## config.mk

```make
export PLATFORM = sky130hd
export DESIGN_NAME = constant_fold_alu
export DESIGN_NICKNAME = d
export VERILOG_FILES = /design/src/cfa_pkg.sv /design/src/cfa_front.sv /design/src/cfa_cell.sv /design/src/cfa_tail.sv /design/src/constant_fold_alu.sv
export SDC_FILE = /design/constraint.sdc
export NUM_CORES = 2
export LEC_CHECK = 0
export BUFFER_PORTS_ARGS = -buffer_cell sky130_fd_sc_hd__clkbuf_2
export CORE_MARGIN = 5
export CORE_UTILIZATION = 49
export DETAILED_ROUTE_END_ITERATION = 8
export GPL_ROUTABILITY_DRIVEN = 1
export PLACE_DENSITY = 0.7
export SETUP_SLACK_MARGIN = 0.5
export SLEW_MARGIN = 20
export SYNTH_ARGS = -nofsm -noshare
export SYNTH_HDL_FRONTEND = slang
export SYNTH_SLANG_ARGS = --single-unit
```

## constraint.sdc

```tcl
create_clock -name aclk -period 121.5 [get_ports aclk]
set_clock_uncertainty 0.05 [all_clocks]
set_input_delay 36.45 -clock aclk [delete_from_list [all_inputs] [get_ports aclk]]
set_output_delay 36.45 -clock aclk [all_outputs]
set_load 0.02 [all_outputs]
```

## src/cfa_pkg.sv

```systemverilog
package cfa_pkg;

    localparam int CFA_DATA_WIDTH = 16;
    localparam int OP_WIDTH = 5;

    localparam logic [OP_WIDTH-1:0] OP_ADD    = 5'd0;
    localparam logic [OP_WIDTH-1:0] OP_SUB    = 5'd1;
    localparam logic [OP_WIDTH-1:0] OP_MUL    = 5'd2;
    localparam logic [OP_WIDTH-1:0] OP_DIV    = 5'd3;
    localparam logic [OP_WIDTH-1:0] OP_MOD    = 5'd4;
    localparam logic [OP_WIDTH-1:0] OP_AND    = 5'd5;
    localparam logic [OP_WIDTH-1:0] OP_OR     = 5'd6;
    localparam logic [OP_WIDTH-1:0] OP_XOR    = 5'd7;
    localparam logic [OP_WIDTH-1:0] OP_NEG    = 5'd8;
    localparam logic [OP_WIDTH-1:0] OP_COMPL  = 5'd9;
    localparam logic [OP_WIDTH-1:0] OP_SHL    = 5'd10;
    localparam logic [OP_WIDTH-1:0] OP_SHR    = 5'd11;
    localparam logic [OP_WIDTH-1:0] OP_EQ     = 5'd12;
    localparam logic [OP_WIDTH-1:0] OP_NE     = 5'd13;
    localparam logic [OP_WIDTH-1:0] OP_LT     = 5'd14;
    localparam logic [OP_WIDTH-1:0] OP_GT     = 5'd15;
    localparam logic [OP_WIDTH-1:0] OP_LE     = 5'd16;
    localparam logic [OP_WIDTH-1:0] OP_GE     = 5'd17;
    localparam logic [OP_WIDTH-1:0] OP_SELECT = 5'd18;

    typedef struct packed {
        logic fold;
        logic div_err;
        logic sel_mul;
        logic sel_div;
        logic sel_mod;
        logic neg_quo;
        logic neg_rem;
    } cfa_ctl_t;

endpackage

```

## src/cfa_front.sv

```systemverilog
module cfa_front import cfa_pkg::*; #(
    parameter int DATA_WIDTH = CFA_DATA_WIDTH
) (
    input  logic                         aclk,
    input  logic                         aresetn,
    input  logic                         en,
    input  logic                         in_valid,
    input  logic [OP_WIDTH-1:0]          op,
    input  logic signed [DATA_WIDTH-1:0] left_value,
    input  logic                         left_is_const,
    input  logic                         left_unsigned,
    input  logic signed [DATA_WIDTH-1:0] right_value,
    input  logic                         right_is_const,
    input  logic                         right_unsigned,
    input  logic signed [DATA_WIDTH-1:0] false_value,
    input  logic                         false_is_const,
    output logic                         out_valid,
    output cfa_ctl_t                     out_ctl,
    output logic [DATA_WIDTH-1:0]        out_res,
    output logic [DATA_WIDTH-1:0]        out_a,
    output logic [DATA_WIDTH-1:0]        out_b,
    output logic [DATA_WIDTH-1:0]        out_ma,
    output logic [DATA_WIDTH-1:0]        out_mb
);

    logic                  valid_reg;
    cfa_ctl_t              ctl_reg, ctl_next;
    logic [DATA_WIDTH-1:0] res_reg, res_next;
    logic [DATA_WIDTH-1:0] a_reg, b_reg;
    logic [DATA_WIDTH-1:0] ma_reg, ma_next;
    logic [DATA_WIDTH-1:0] mb_reg, mb_next;
    logic [DATA_WIDTH-1:0] a, b, f;
    logic                  uns, both, cmp;

    always_comb begin
        a    = left_value;
        b    = right_value;
        f    = false_value;
        uns  = left_unsigned | right_unsigned;
        both = left_is_const & right_is_const;
        cmp  = 1'b0;
        ctl_next = '0;
        res_next = '0;
        ma_next = (!uns && a[DATA_WIDTH-1]) ? (~a + 1'b1) : a;
        mb_next = (!uns && b[DATA_WIDTH-1]) ? (~b + 1'b1) : b;
        case (op)
            OP_ADD: begin
                ctl_next.fold = both;
                res_next = a + b;
            end
            OP_SUB: begin
                ctl_next.fold = both;
                res_next = a - b;
            end
            OP_MUL: begin
                ctl_next.fold = both;
                ctl_next.sel_mul = both;
            end
            OP_DIV, OP_MOD: begin
                if (both) begin
                    if (b == '0) begin
                        ctl_next.div_err = 1'b1;
                    end else begin
                        ctl_next.fold    = 1'b1;
                        ctl_next.sel_div = (op == OP_DIV);
                        ctl_next.sel_mod = (op == OP_MOD);
                        ctl_next.neg_quo = !uns && (a[DATA_WIDTH-1] ^ b[DATA_WIDTH-1]);
                        ctl_next.neg_rem = !uns && a[DATA_WIDTH-1];
                    end
                end
            end
            OP_AND: begin
                ctl_next.fold = both;
                res_next = a & b;
            end
            OP_OR: begin
                ctl_next.fold = both;
                res_next = a | b;
            end
            OP_XOR: begin
                ctl_next.fold = both;
                res_next = a ^ b;
            end
            OP_NEG: begin
                ctl_next.fold = left_is_const;
                res_next = ~a + 1'b1;
            end
            OP_COMPL: begin
                ctl_next.fold = left_is_const;
                res_next = ~a;
            end
            OP_SHL: begin
                ctl_next.fold = both;
                res_next = a << b;
            end
            OP_SHR: begin
                ctl_next.fold = both;
                res_next = uns ? (a >> b) : DATA_WIDTH'($signed(a) >>> b);
            end
            OP_EQ, OP_NE, OP_LT, OP_GT, OP_LE, OP_GE: begin
                ctl_next.fold = both;
                case (op)
                    OP_EQ:   cmp = (a == b);
                    OP_NE:   cmp = (a != b);
                    OP_LT:   cmp = ($signed(a) < $signed(b));
                    OP_GT:   cmp = ($signed(a) > $signed(b));
                    OP_LE:   cmp = ($signed(a) <= $signed(b));
                    default: cmp = ($signed(a) >= $signed(b));
                endcase
                res_next = {{(DATA_WIDTH-1){1'b0}}, cmp};
            end
            OP_SELECT: begin
                ctl_next.fold = both & false_is_const;
                res_next = (a != '0) ? b : f;
            end
            default: begin
                ctl_next = '0;
            end
        endcase
        if (!ctl_next.fold) begin
            res_next = '0;
        end
    end

    always_ff @(posedge aclk) begin
        if (!aresetn) begin
            valid_reg <= 1'b0;
        end else if (en) begin
            valid_reg <= in_valid;
        end
    end

    always_ff @(posedge aclk) begin
        if (en) begin
            ctl_reg <= ctl_next;
            res_reg <= res_next;
            a_reg   <= a;
            b_reg   <= b;
            ma_reg  <= ma_next;
            mb_reg  <= mb_next;
        end
    end

    assign out_valid = valid_reg;
    assign out_ctl   = ctl_reg;
    assign out_res   = res_reg;
    assign out_a     = a_reg;
    assign out_b     = b_reg;
    assign out_ma    = ma_reg;
    assign out_mb    = mb_reg;

endmodule

```

## src/cfa_cell.sv

```systemverilog
module cfa_cell import cfa_pkg::*; #(
    parameter int DATA_WIDTH = CFA_DATA_WIDTH
) (
    input  logic                  aclk,
    input  logic                  aresetn,
    input  logic                  en,
    input  logic                  in_valid,
    input  cfa_ctl_t              in_ctl,
    input  logic [DATA_WIDTH-1:0] in_res,
    input  logic [DATA_WIDTH-1:0] in_rem,
    input  logic [DATA_WIDTH-1:0] in_dq,
    input  logic [DATA_WIDTH-1:0] in_mb,
    input  logic [DATA_WIDTH-1:0] in_prod,
    input  logic [DATA_WIDTH-1:0] in_ash,
    input  logic [DATA_WIDTH-1:0] in_bsh,
    output logic                  out_valid,
    output cfa_ctl_t              out_ctl,
    output logic [DATA_WIDTH-1:0] out_res,
    output logic [DATA_WIDTH-1:0] out_rem,
    output logic [DATA_WIDTH-1:0] out_dq,
    output logic [DATA_WIDTH-1:0] out_mb,
    output logic [DATA_WIDTH-1:0] out_prod,
    output logic [DATA_WIDTH-1:0] out_ash,
    output logic [DATA_WIDTH-1:0] out_bsh
);

    logic                  valid_reg;
    cfa_ctl_t              ctl_reg;
    logic [DATA_WIDTH-1:0] res_reg, mb_reg;
    logic [DATA_WIDTH-1:0] rem_reg, rem_next;
    logic [DATA_WIDTH-1:0] dq_reg, dq_next;
    logic [DATA_WIDTH-1:0] prod_reg, prod_next;
    logic [DATA_WIDTH-1:0] ash_reg, bsh_reg;
    logic [DATA_WIDTH:0]   trial;

    // One restoring division step and one shift-and-add multiply step.
    always_comb begin
        trial = {in_rem, in_dq[DATA_WIDTH-1]} - {1'b0, in_mb};
        if (!trial[DATA_WIDTH]) begin
            rem_next = trial[DATA_WIDTH-1:0];
            dq_next  = {in_dq[DATA_WIDTH-2:0], 1'b1};
        end else begin
            rem_next = {in_rem[DATA_WIDTH-2:0], in_dq[DATA_WIDTH-1]};
            dq_next  = {in_dq[DATA_WIDTH-2:0], 1'b0};
        end
        prod_next = in_bsh[0] ? (in_prod + in_ash) : in_prod;
    end

    always_ff @(posedge aclk) begin
        if (!aresetn) begin
            valid_reg <= 1'b0;
        end else if (en) begin
            valid_reg <= in_valid;
        end
    end

    always_ff @(posedge aclk) begin
        if (en) begin
            ctl_reg  <= in_ctl;
            res_reg  <= in_res;
            mb_reg   <= in_mb;
            rem_reg  <= rem_next;
            dq_reg   <= dq_next;
            prod_reg <= prod_next;
            ash_reg  <= {in_ash[DATA_WIDTH-2:0], 1'b0};
            bsh_reg  <= {1'b0, in_bsh[DATA_WIDTH-1:1]};
        end
    end

    assign out_valid = valid_reg;
    assign out_ctl   = ctl_reg;
    assign out_res   = res_reg;
    assign out_rem   = rem_reg;
    assign out_dq    = dq_reg;
    assign out_mb    = mb_reg;
    assign out_prod  = prod_reg;
    assign out_ash   = ash_reg;
    assign out_bsh   = bsh_reg;

endmodule

```

## src/cfa_tail.sv

```systemverilog
module cfa_tail import cfa_pkg::*; #(
    parameter int DATA_WIDTH = CFA_DATA_WIDTH
) (
    input  logic                         aclk,
    input  logic                         aresetn,
    input  logic                         in_valid,
    input  cfa_ctl_t                     in_ctl,
    input  logic [DATA_WIDTH-1:0]        in_res,
    input  logic [DATA_WIDTH-1:0]        in_rem,
    input  logic [DATA_WIDTH-1:0]        in_dq,
    input  logic [DATA_WIDTH-1:0]        in_prod,
    output logic                         pipe_en,
    output logic                         m_valid,
    input  logic                         m_ready,
    output logic                         m_folded,
    output logic signed [DATA_WIDTH-1:0] m_result_value,
    output logic                         m_divide_error
);

    logic                  out_valid_reg, skid_valid_reg;
    logic                  out_fold_reg, out_err_reg;
    logic [DATA_WIDTH-1:0] out_val_reg;
    logic                  skid_fold_reg, skid_err_reg;
    logic [DATA_WIDTH-1:0] skid_val_reg;
    logic [DATA_WIDTH-1:0] value_next, quo, rem;
    logic                  incoming;

    always_comb begin
        quo = in_ctl.neg_quo ? (~in_dq + 1'b1) : in_dq;
        rem = in_ctl.neg_rem ? (~in_rem + 1'b1) : in_rem;
        if (in_ctl.sel_mul) begin
            value_next = in_prod;
        end else if (in_ctl.sel_div) begin
            value_next = quo;
        end else if (in_ctl.sel_mod) begin
            value_next = rem;
        end else begin
            value_next = in_res;
        end
    end

    assign pipe_en  = !skid_valid_reg;
    assign incoming = in_valid && pipe_en;

    always_ff @(posedge aclk) begin
        if (!aresetn) begin
            out_valid_reg  <= 1'b0;
            skid_valid_reg <= 1'b0;
        end else if (m_ready || !out_valid_reg) begin
            out_valid_reg  <= skid_valid_reg || incoming;
            skid_valid_reg <= 1'b0;
        end else if (incoming) begin
            skid_valid_reg <= 1'b1;
        end
    end

    always_ff @(posedge aclk) begin
        if (m_ready || !out_valid_reg) begin
            if (skid_valid_reg) begin
                out_fold_reg <= skid_fold_reg;
                out_err_reg  <= skid_err_reg;
                out_val_reg  <= skid_val_reg;
            end else begin
                out_fold_reg <= in_ctl.fold;
                out_err_reg  <= in_ctl.div_err;
                out_val_reg  <= value_next;
            end
        end else if (incoming) begin
            skid_fold_reg <= in_ctl.fold;
            skid_err_reg  <= in_ctl.div_err;
            skid_val_reg  <= value_next;
        end
    end

    assign m_valid        = out_valid_reg;
    assign m_folded       = out_fold_reg;
    assign m_divide_error = out_err_reg;
    assign m_result_value = out_val_reg;

endmodule

```

## src/constant_fold_alu.sv

```systemverilog
// Constant folder for a DATA_WIDTH-bit integer ALU. Each input word carries an
// operator code and up to three operands with their constant flags; each output
// word tells whether the expression folded, the wrapped result, and whether a
// division or modulo by zero was attempted. A new word is taken every cycle
// while ready is high, and results leave in order after passing one decode
// stage, a row of DATA_WIDTH cells that each produce one quotient bit and one
// multiplier partial sum, and an output register backed by a one-word skid
// buffer. The input side drops ready only while that skid buffer is full.
module constant_fold_alu import cfa_pkg::*; #(
    parameter int DATA_WIDTH = CFA_DATA_WIDTH
) (
    input  logic                         aclk,
    input  logic                         aresetn,
    input  logic                         s_valid,
    output logic                         s_ready,
    input  logic [OP_WIDTH-1:0]          s_op,
    input  logic signed [DATA_WIDTH-1:0] s_left_value,
    input  logic                         s_left_is_const,
    input  logic                         s_left_unsigned,
    input  logic signed [DATA_WIDTH-1:0] s_right_value,
    input  logic                         s_right_is_const,
    input  logic                         s_right_unsigned,
    input  logic signed [DATA_WIDTH-1:0] s_false_value,
    input  logic                         s_false_is_const,
    output logic                         m_valid,
    input  logic                         m_ready,
    output logic                         m_folded,
    output logic signed [DATA_WIDTH-1:0] m_result_value,
    output logic                         m_divide_error
);

    logic                  pipe_en;
    logic                  valid_w [0:DATA_WIDTH];
    cfa_ctl_t              ctl_w   [0:DATA_WIDTH];
    logic [DATA_WIDTH-1:0] res_w   [0:DATA_WIDTH];
    logic [DATA_WIDTH-1:0] rem_w   [0:DATA_WIDTH];
    logic [DATA_WIDTH-1:0] dq_w    [0:DATA_WIDTH];
    logic [DATA_WIDTH-1:0] mb_w    [0:DATA_WIDTH];
    logic [DATA_WIDTH-1:0] prod_w  [0:DATA_WIDTH];
    logic [DATA_WIDTH-1:0] ash_w   [0:DATA_WIDTH];
    logic [DATA_WIDTH-1:0] bsh_w   [0:DATA_WIDTH];

    assign s_ready = pipe_en;

    cfa_front #(.DATA_WIDTH(DATA_WIDTH)) u_front (
        .aclk           (aclk),
        .aresetn        (aresetn),
        .en             (pipe_en),
        .in_valid       (s_valid),
        .op             (s_op),
        .left_value     (s_left_value),
        .left_is_const  (s_left_is_const),
        .left_unsigned  (s_left_unsigned),
        .right_value    (s_right_value),
        .right_is_const (s_right_is_const),
        .right_unsigned (s_right_unsigned),
        .false_value    (s_false_value),
        .false_is_const (s_false_is_const),
        .out_valid      (valid_w[0]),
        .out_ctl        (ctl_w[0]),
        .out_res        (res_w[0]),
        .out_a          (ash_w[0]),
        .out_b          (bsh_w[0]),
        .out_ma         (dq_w[0]),
        .out_mb         (mb_w[0])
    );

    assign rem_w[0]  = '0;
    assign prod_w[0] = '0;

    for (genvar i = 0; i < DATA_WIDTH; i++) begin : g_cell
        cfa_cell #(.DATA_WIDTH(DATA_WIDTH)) u_cell (
            .aclk      (aclk),
            .aresetn   (aresetn),
            .en        (pipe_en),
            .in_valid  (valid_w[i]),
            .in_ctl    (ctl_w[i]),
            .in_res    (res_w[i]),
            .in_rem    (rem_w[i]),
            .in_dq     (dq_w[i]),
            .in_mb     (mb_w[i]),
            .in_prod   (prod_w[i]),
            .in_ash    (ash_w[i]),
            .in_bsh    (bsh_w[i]),
            .out_valid (valid_w[i+1]),
            .out_ctl   (ctl_w[i+1]),
            .out_res   (res_w[i+1]),
            .out_rem   (rem_w[i+1]),
            .out_dq    (dq_w[i+1]),
            .out_mb    (mb_w[i+1]),
            .out_prod  (prod_w[i+1]),
            .out_ash   (ash_w[i+1]),
            .out_bsh   (bsh_w[i+1])
        );
    end

    cfa_tail #(.DATA_WIDTH(DATA_WIDTH)) u_tail (
        .aclk           (aclk),
        .aresetn        (aresetn),
        .in_valid       (valid_w[DATA_WIDTH]),
        .in_ctl         (ctl_w[DATA_WIDTH]),
        .in_res         (res_w[DATA_WIDTH]),
        .in_rem         (rem_w[DATA_WIDTH]),
        .in_dq          (dq_w[DATA_WIDTH]),
        .in_prod        (prod_w[DATA_WIDTH]),
        .pipe_en        (pipe_en),
        .m_valid        (m_valid),
        .m_ready        (m_ready),
        .m_folded       (m_folded),
        .m_result_value (m_result_value),
        .m_divide_error (m_divide_error)
    );

`ifndef NO_ASSERTIONS
    a_fold_xor_error: assert property (@(posedge aclk) disable iff (!aresetn)
        m_valid |-> !(m_folded && m_divide_error))
        else $error("A word reports both a fold and a divide error.");

    a_unfolded_zero: assert property (@(posedge aclk) disable iff (!aresetn)
        (m_valid && !m_folded) |-> (m_result_value == '0))
        else $error("A word that did not fold carries a nonzero value.");

    a_ready_drop: assert property (@(posedge aclk) disable iff (!aresetn)
        $fell(s_ready) |-> $past(m_valid && !m_ready))
        else $error("Input ready dropped without a stalled output word.");
`endif

endmodule

```

### Word level (Yosys, flattened, before mapping)

Cells that the tools add are included.

| word-level totals | value |
|---|---|
| input port bits | 62 |
| logic and storage cells | 423 |
| output and inout port bits | 20 |
| flip-flop bits (word level) | 1758 |

| cells by class | value |
|---|---|
| multiplexer cells | 65 |
| equal/unequal tests | 20 |
| shifts and indexed selects | 3 |
| magnitude comparators | 4 |
| add/subtract/negate cells | 37 |
| bitwise operators | 15 |
| reduce and logical (&&, ||, !) cells | 20 |

Operator list:

| kind | count |
|---|---|
| $mux 16 | 40 |
| $add 16x16->16 | 16 |
| $sub 17x16->17 | 15 |
| $pmux 16 s11 | 1 |
| $add 16x1->16 const B | 4 |
| $not 16->16 | 4 |
| $eq 5x4->1 const B | 8 |
| $mux 1 | 21 |
| $eq 5x3->1 const B | 4 |
| $sub 1x16->17 | 1 |
| $and 16x16->16 | 1 |
| $eq 16x16->1 | 1 |
| $ge 16x16->1 | 1 |
| $gt 16x16->1 | 1 |
| $le 16x16->1 | 1 |
| $logic_not 16->1 | 1 |
| $lt 16x16->1 | 1 |
| $ne 16x16->1 | 1 |
| $or 16x16->16 | 1 |
| $reduce_bool 16->1 | 1 |
| $shl 16x16->16 | 1 |
| $shr 16x16->16 | 1 |
| $sshr 16x16->16 | 1 |
| $sub 16x16->16 | 1 |
| 20 further kinds | 36 |

### Longest topological paths before layout

| depth | value |
|---|---|
| word-level depth | 7 |
| gate-level depth with buffers | 13 |
| gate-level depth less buffers | 12 |

### Hierarchy

A second synthesis with hierarchy kept.

| second synthesis, totals | value |
|---|---|
| cell total of the unflattened synthesis | 7732 |
| area, all modules | 100938.1 µm² |

Modules (own cells, without submodules):

| module | area an instance (µm²) | times used | cells an instance |
|---|---|---|---|
| cfa_cell (g_cell[0].u_cell ...) | 5584.1 | 9 | 396 |
| cfa_cell (g_cell[5].u_cell ...) | 5659.2 | 5 | 410 |
| cfa_front | 8338.0 | 1 | 1007 |
| cfa_cell (g_cell[4].u_cell) | 5612.9 | 1 | 404 |
| cfa_cell (g_cell[11].u_cell) | 5590.4 | 1 | 406 |
| cfa_tail | 2840.2 | 1 | 300 |
| constant_fold_alu | 3.8 | 1 | 1 |

### Worst setup path before layout

Ideal clock, no wire load.

| timing | value |
|---|---|
| kind | register -> output |
| start point | reg u_tail.skid_valid_reg |
| end point | out s_ready |
| required time | 85000 ps |
| path slack | 38926 ps |
| buffers on the path | 2 |
| data arrival time | 46074 ps |
| cell stages (with the launch flop) | 4 |
| path through | dfxtp_1 clkbuf_1 inv_2 buf_1 |

| between the ends | value |
|---|---|
| cells in the longest elaborated chain, start to end | 1 |

Ends and longest elaborated chain:

| element | line | text |
|---|---|---|
| start: declaration | cfa_tail.sv:20 | `logic out_valid_reg, skid_valid_reg;` |
| start signal: assignment | cfa_tail.sv:48 | `skid_valid_reg <= 1'b0;` |
| start signal: assignment | cfa_tail.sv:51 | `skid_valid_reg <= 1'b0;` |
| start signal: assignment | cfa_tail.sv:53 | `skid_valid_reg <= 1'b1;` |
| $logic_not 1->1 | cfa_tail.sv:42 | `assign pipe_en = !skid_valid_reg;` |
| end: declaration | constant_fold_alu.sv:15 | `output logic s_ready,` |

Every way passes these cells.

### Worst setup path after layout

| timing | value |
|---|---|
| start point | in s_right_value[3] |
| end point | reg u_front.res_reg[0], in the netlist u_front.out_res[0], data pin |

| between the ends | value |
|---|---|
| cells in the longest elaborated chain, start to end | 4 |
| elaborated cells between the ends (all ways) | 16 |
| those cells by class | 4 x order compare; 2 x eq/ne; 3 x shift; 6 x mux; 1 x reduce/logical |

Ends and longest elaborated chain:

| element | line | text |
|---|---|---|
| start: declaration | constant_fold_alu.sv:20 | `input logic signed [DATA_WIDTH-1:0] s_right_value,` |
| parallel branches: the longest is 4 deep, another holds $ge 16x16->1 | n/a |  |
| end signal: assignment | cfa_front.sv:136 | `res_reg <= res_next;` |
| end: declaration | cfa_front.sv:28 | `logic [DATA_WIDTH-1:0] res_reg, res_next;` |

Parallel ways; which one is timed is not known.
A chain may end at the register's enable or synchronous reset.

==> out/summary.txt <==
Fillers: 13000
Area share of the largest cell type after synthesis: 0.645
Top_reg_cell synth: edfxtp_1
Cell Area, Synth: 80100 um^2
Clock buffer count from CTS: 174
Count of maximum capacitance violations: 0
Most frequent cell after synthesis: edfxtp_1
CTS-repair resized insts: 0
Pin count of the biggest net entering global routing: 200
Detailed-route wire length: 163000 um
Depth of the CTS H-tree: 4
Worst EP required: 121.93 ns
Setup WS pre-CTS: 81.01 ns
Antenna violations before repair: 6
Slew @ Worst Pin: 1.10 ns
Drt first pass iters: 5
Critical path's slowest cell: a221oi_1
CP arrival: 40.18 ns
Core area: 163000 um^2
Via-per-instance ratio: 5.49
Final slew viol count: 0
WL/cell: 20.2 um
Cells after Synth: 5569
DRC viols: 0
Final setup margin: 81.74 ns
Setup TNS: 0 ns
Synth area leader: edfxtp_1
Crit path time final: 39.76 ns
CTS tree: built
Rel. slew slack: 0.268
Top cells by area, synth: edfxtp_1 (65%), ha_1 (6.2%), mux2_2 (3.1%)
Power after layout: 0.00208 W
Clock buffer depth: 3
Worst skew pair latency: 0.78 ns
Final Cycle Share: 0.327
Crit start category: input pin
Die W: 414 um
Row count: 148
Setup Buffers After CTS: 0
Sequential cell area: 52100 um^2
Die Footprint: 172000 um^2
Final setup viols: 0
Cell Chain, Critical Path: clkbuf_2 -> clkinv_1 -> ha_1 -> nor3_1 -> a221oi_1 -> a2bb2oi_1 -> a221oi_1 -> o21ai_0 -> and2_1 -> o21ai_0 -> a31oi_1
Pleak: 35.3 nW
Remaining global-route overflow: 0
Vias: 44200
Syn_area_per_cell: 14.4 um^2
CTS Hold Bufs: 0
Layout area overhead: 10.8%
Share of layout cells above drive strength 1: 0.128
Final Hold Fails: 0
Area occupied by multi-input gates: 25900 um^2
I/O Buffers: 81
Clock slew at reported path FFs: 0.06 ns
RSZ-0062 raised after global routing: false
Final ANT Viol Nets: 0
Clock root cell: clkbuf_16
Hold Path Depth: 0
Detail Placement HPWL: 115000 um
Io pins: 82
Post-route cell area: 88800 um^2
Synth unique cells: 99
Fmax: 25.2 MHz
Antenna Diode Count: 0
Vias in the first global route: 45200
DR iter-0 viols: 2763
Die H: 414 um
CP endpoint kind: flip-flop
Final nets: 6239
Worst-case reg-to-reg path depth: 8
WS Path Type: input pin to flip-flop
Initial core utilization: 0.493
Most instantiated cells after synthesis: edfxtp_1 (1722), inv_1 (419), ha_1 (398), nor2_1 (309), a21oi_1 (289)
YS warnings: 0
Sink Count: 1741
FFs w/ async S/R, synth: 0
Final Wtd Congestion: 0.955
Pwr Density: 23.4 nW/um^2
First-pass GRT wire length: 255000 um
Crit-path max cell delay: 0.73 ns
Post-synth EDFFs: 1722
Post-synthesis sequential area ratio: 0.650
Placed cell area: 83100 um^2
Crit path max fanout: 14
Status: finished, final reports clean
#FFs+latches synth: 1741
Min-Delay Path Class: flip-flop to flip-flop
Worst vdd ir: 0.0000181 V
Total GRT Usage: 0.187
==> routing by layer <==
metal / global-route usage / wire, um / share of wire / vias to the layer above
li1: - / - / - / 21300
met5: 0 / 27 / 0.00017 / -
met4: 0.0721 / 6220 / 0.038 / 4
met2: 0.335 / 83500 / 0.51 / 890
met1: 0.230 / 67100 / 0.41 / 21700
met3: 0.0269 / 5820 / 0.036 / 280
==> metrics by stage <==
step                hold slack (ns)  instances   util
finish                        0.354       8057  0.546
global placement              0.350       7748  0.511
CTS                           0.348       8057  0.546
detailed placement            0.355       7748  0.511
floorplan                     0.350       5575      -
global route                  0.356       8057  0.546
==> critical path, delay by kind of cell <==
family / cells / cell delay (ns)
AOI/OAI and AO/OA: 6 / 1.94
adders and majority gates: 1 / 0.60
buffers and inverters: 2 / 0.79
and+or+nand+nor: 2 / 0.37
==> where the power goes <==
group	total [W]	internal [W]	switching, W	leakage [nW]
sequential	0.000885	0.000824	0.0000607	19.2
clock	0.000531	0.000309	0.000222	2.77
combinational	0.000663	0.000329	0.000334	13.4
==> layout make-up <==
class,instances,share of cell area
sequential,1741,0.587
multi-input combinational,3280,0.292
clock buffer,210,0.0517
tap,2175,0.0306
inverter,429,0.0182
clock inverter,99,0.0122
timing repair buffer,123,0.00854
==> final timing paths <==
path,from,endpoint,slack [ns]
max,s_right_value[3],u_front.out_res[0]$_SDFFCE_PN0N_,81.74
min,g_cell[6].u_cell.out_dq[4]$_DFFE_PN_,g_cell[7].u_cell.out_dq[5]$_DFFE_PN_,0.35
max reg2reg,u_tail.skid_valid_reg$_SDFFE_PP0P_,g_cell[0].u_cell.out_rem[5]$_SDFFCE_PN0N_,114.90
min reg2reg,g_cell[6].u_cell.out_dq[4]$_DFFE_PN_,g_cell[7].u_cell.out_dq[5]$_DFFE_PN_,0.35
==> kinds of logic after synthesis <==
| family | Yosys count | share of synthesized area |
|---|---|---|
| AOI/OAI and AO/OA | 1019 | 0.0862 |
| and+or+nand+nor | 1073 | 0.0690 |
| buffers and inverters | 554 | 0.0273 |
| muxes | 428 | 0.0617 |
| xor gates and xnor gates | 325 | 0.0360 |
| adders and majority gates | 428 | 0.0697 |
| DFF | 1741 | 0.650 |
| other | 1 | 0.0000468 |
==> cell usage in the layout (no fill, tap or decap), drive strengths merged, types with 36 or more instances in the layout <==
cell and instances:
o21ai 175, and2 41, mux2 300, nand3 67, nand2 227, nor3 108
a31oi 36, xnor2 239, clkinv 71, nor4 39, a21o 64, a211oi 42
clkbuf 291, inv 431, buf 42, edfxtp 1722, a21oi 289, nor2b 82
xor2 86, mux2i 120, o21a 76, nor2 309, ha 398
No activity file was read; power rests on OpenSTA's default activity.
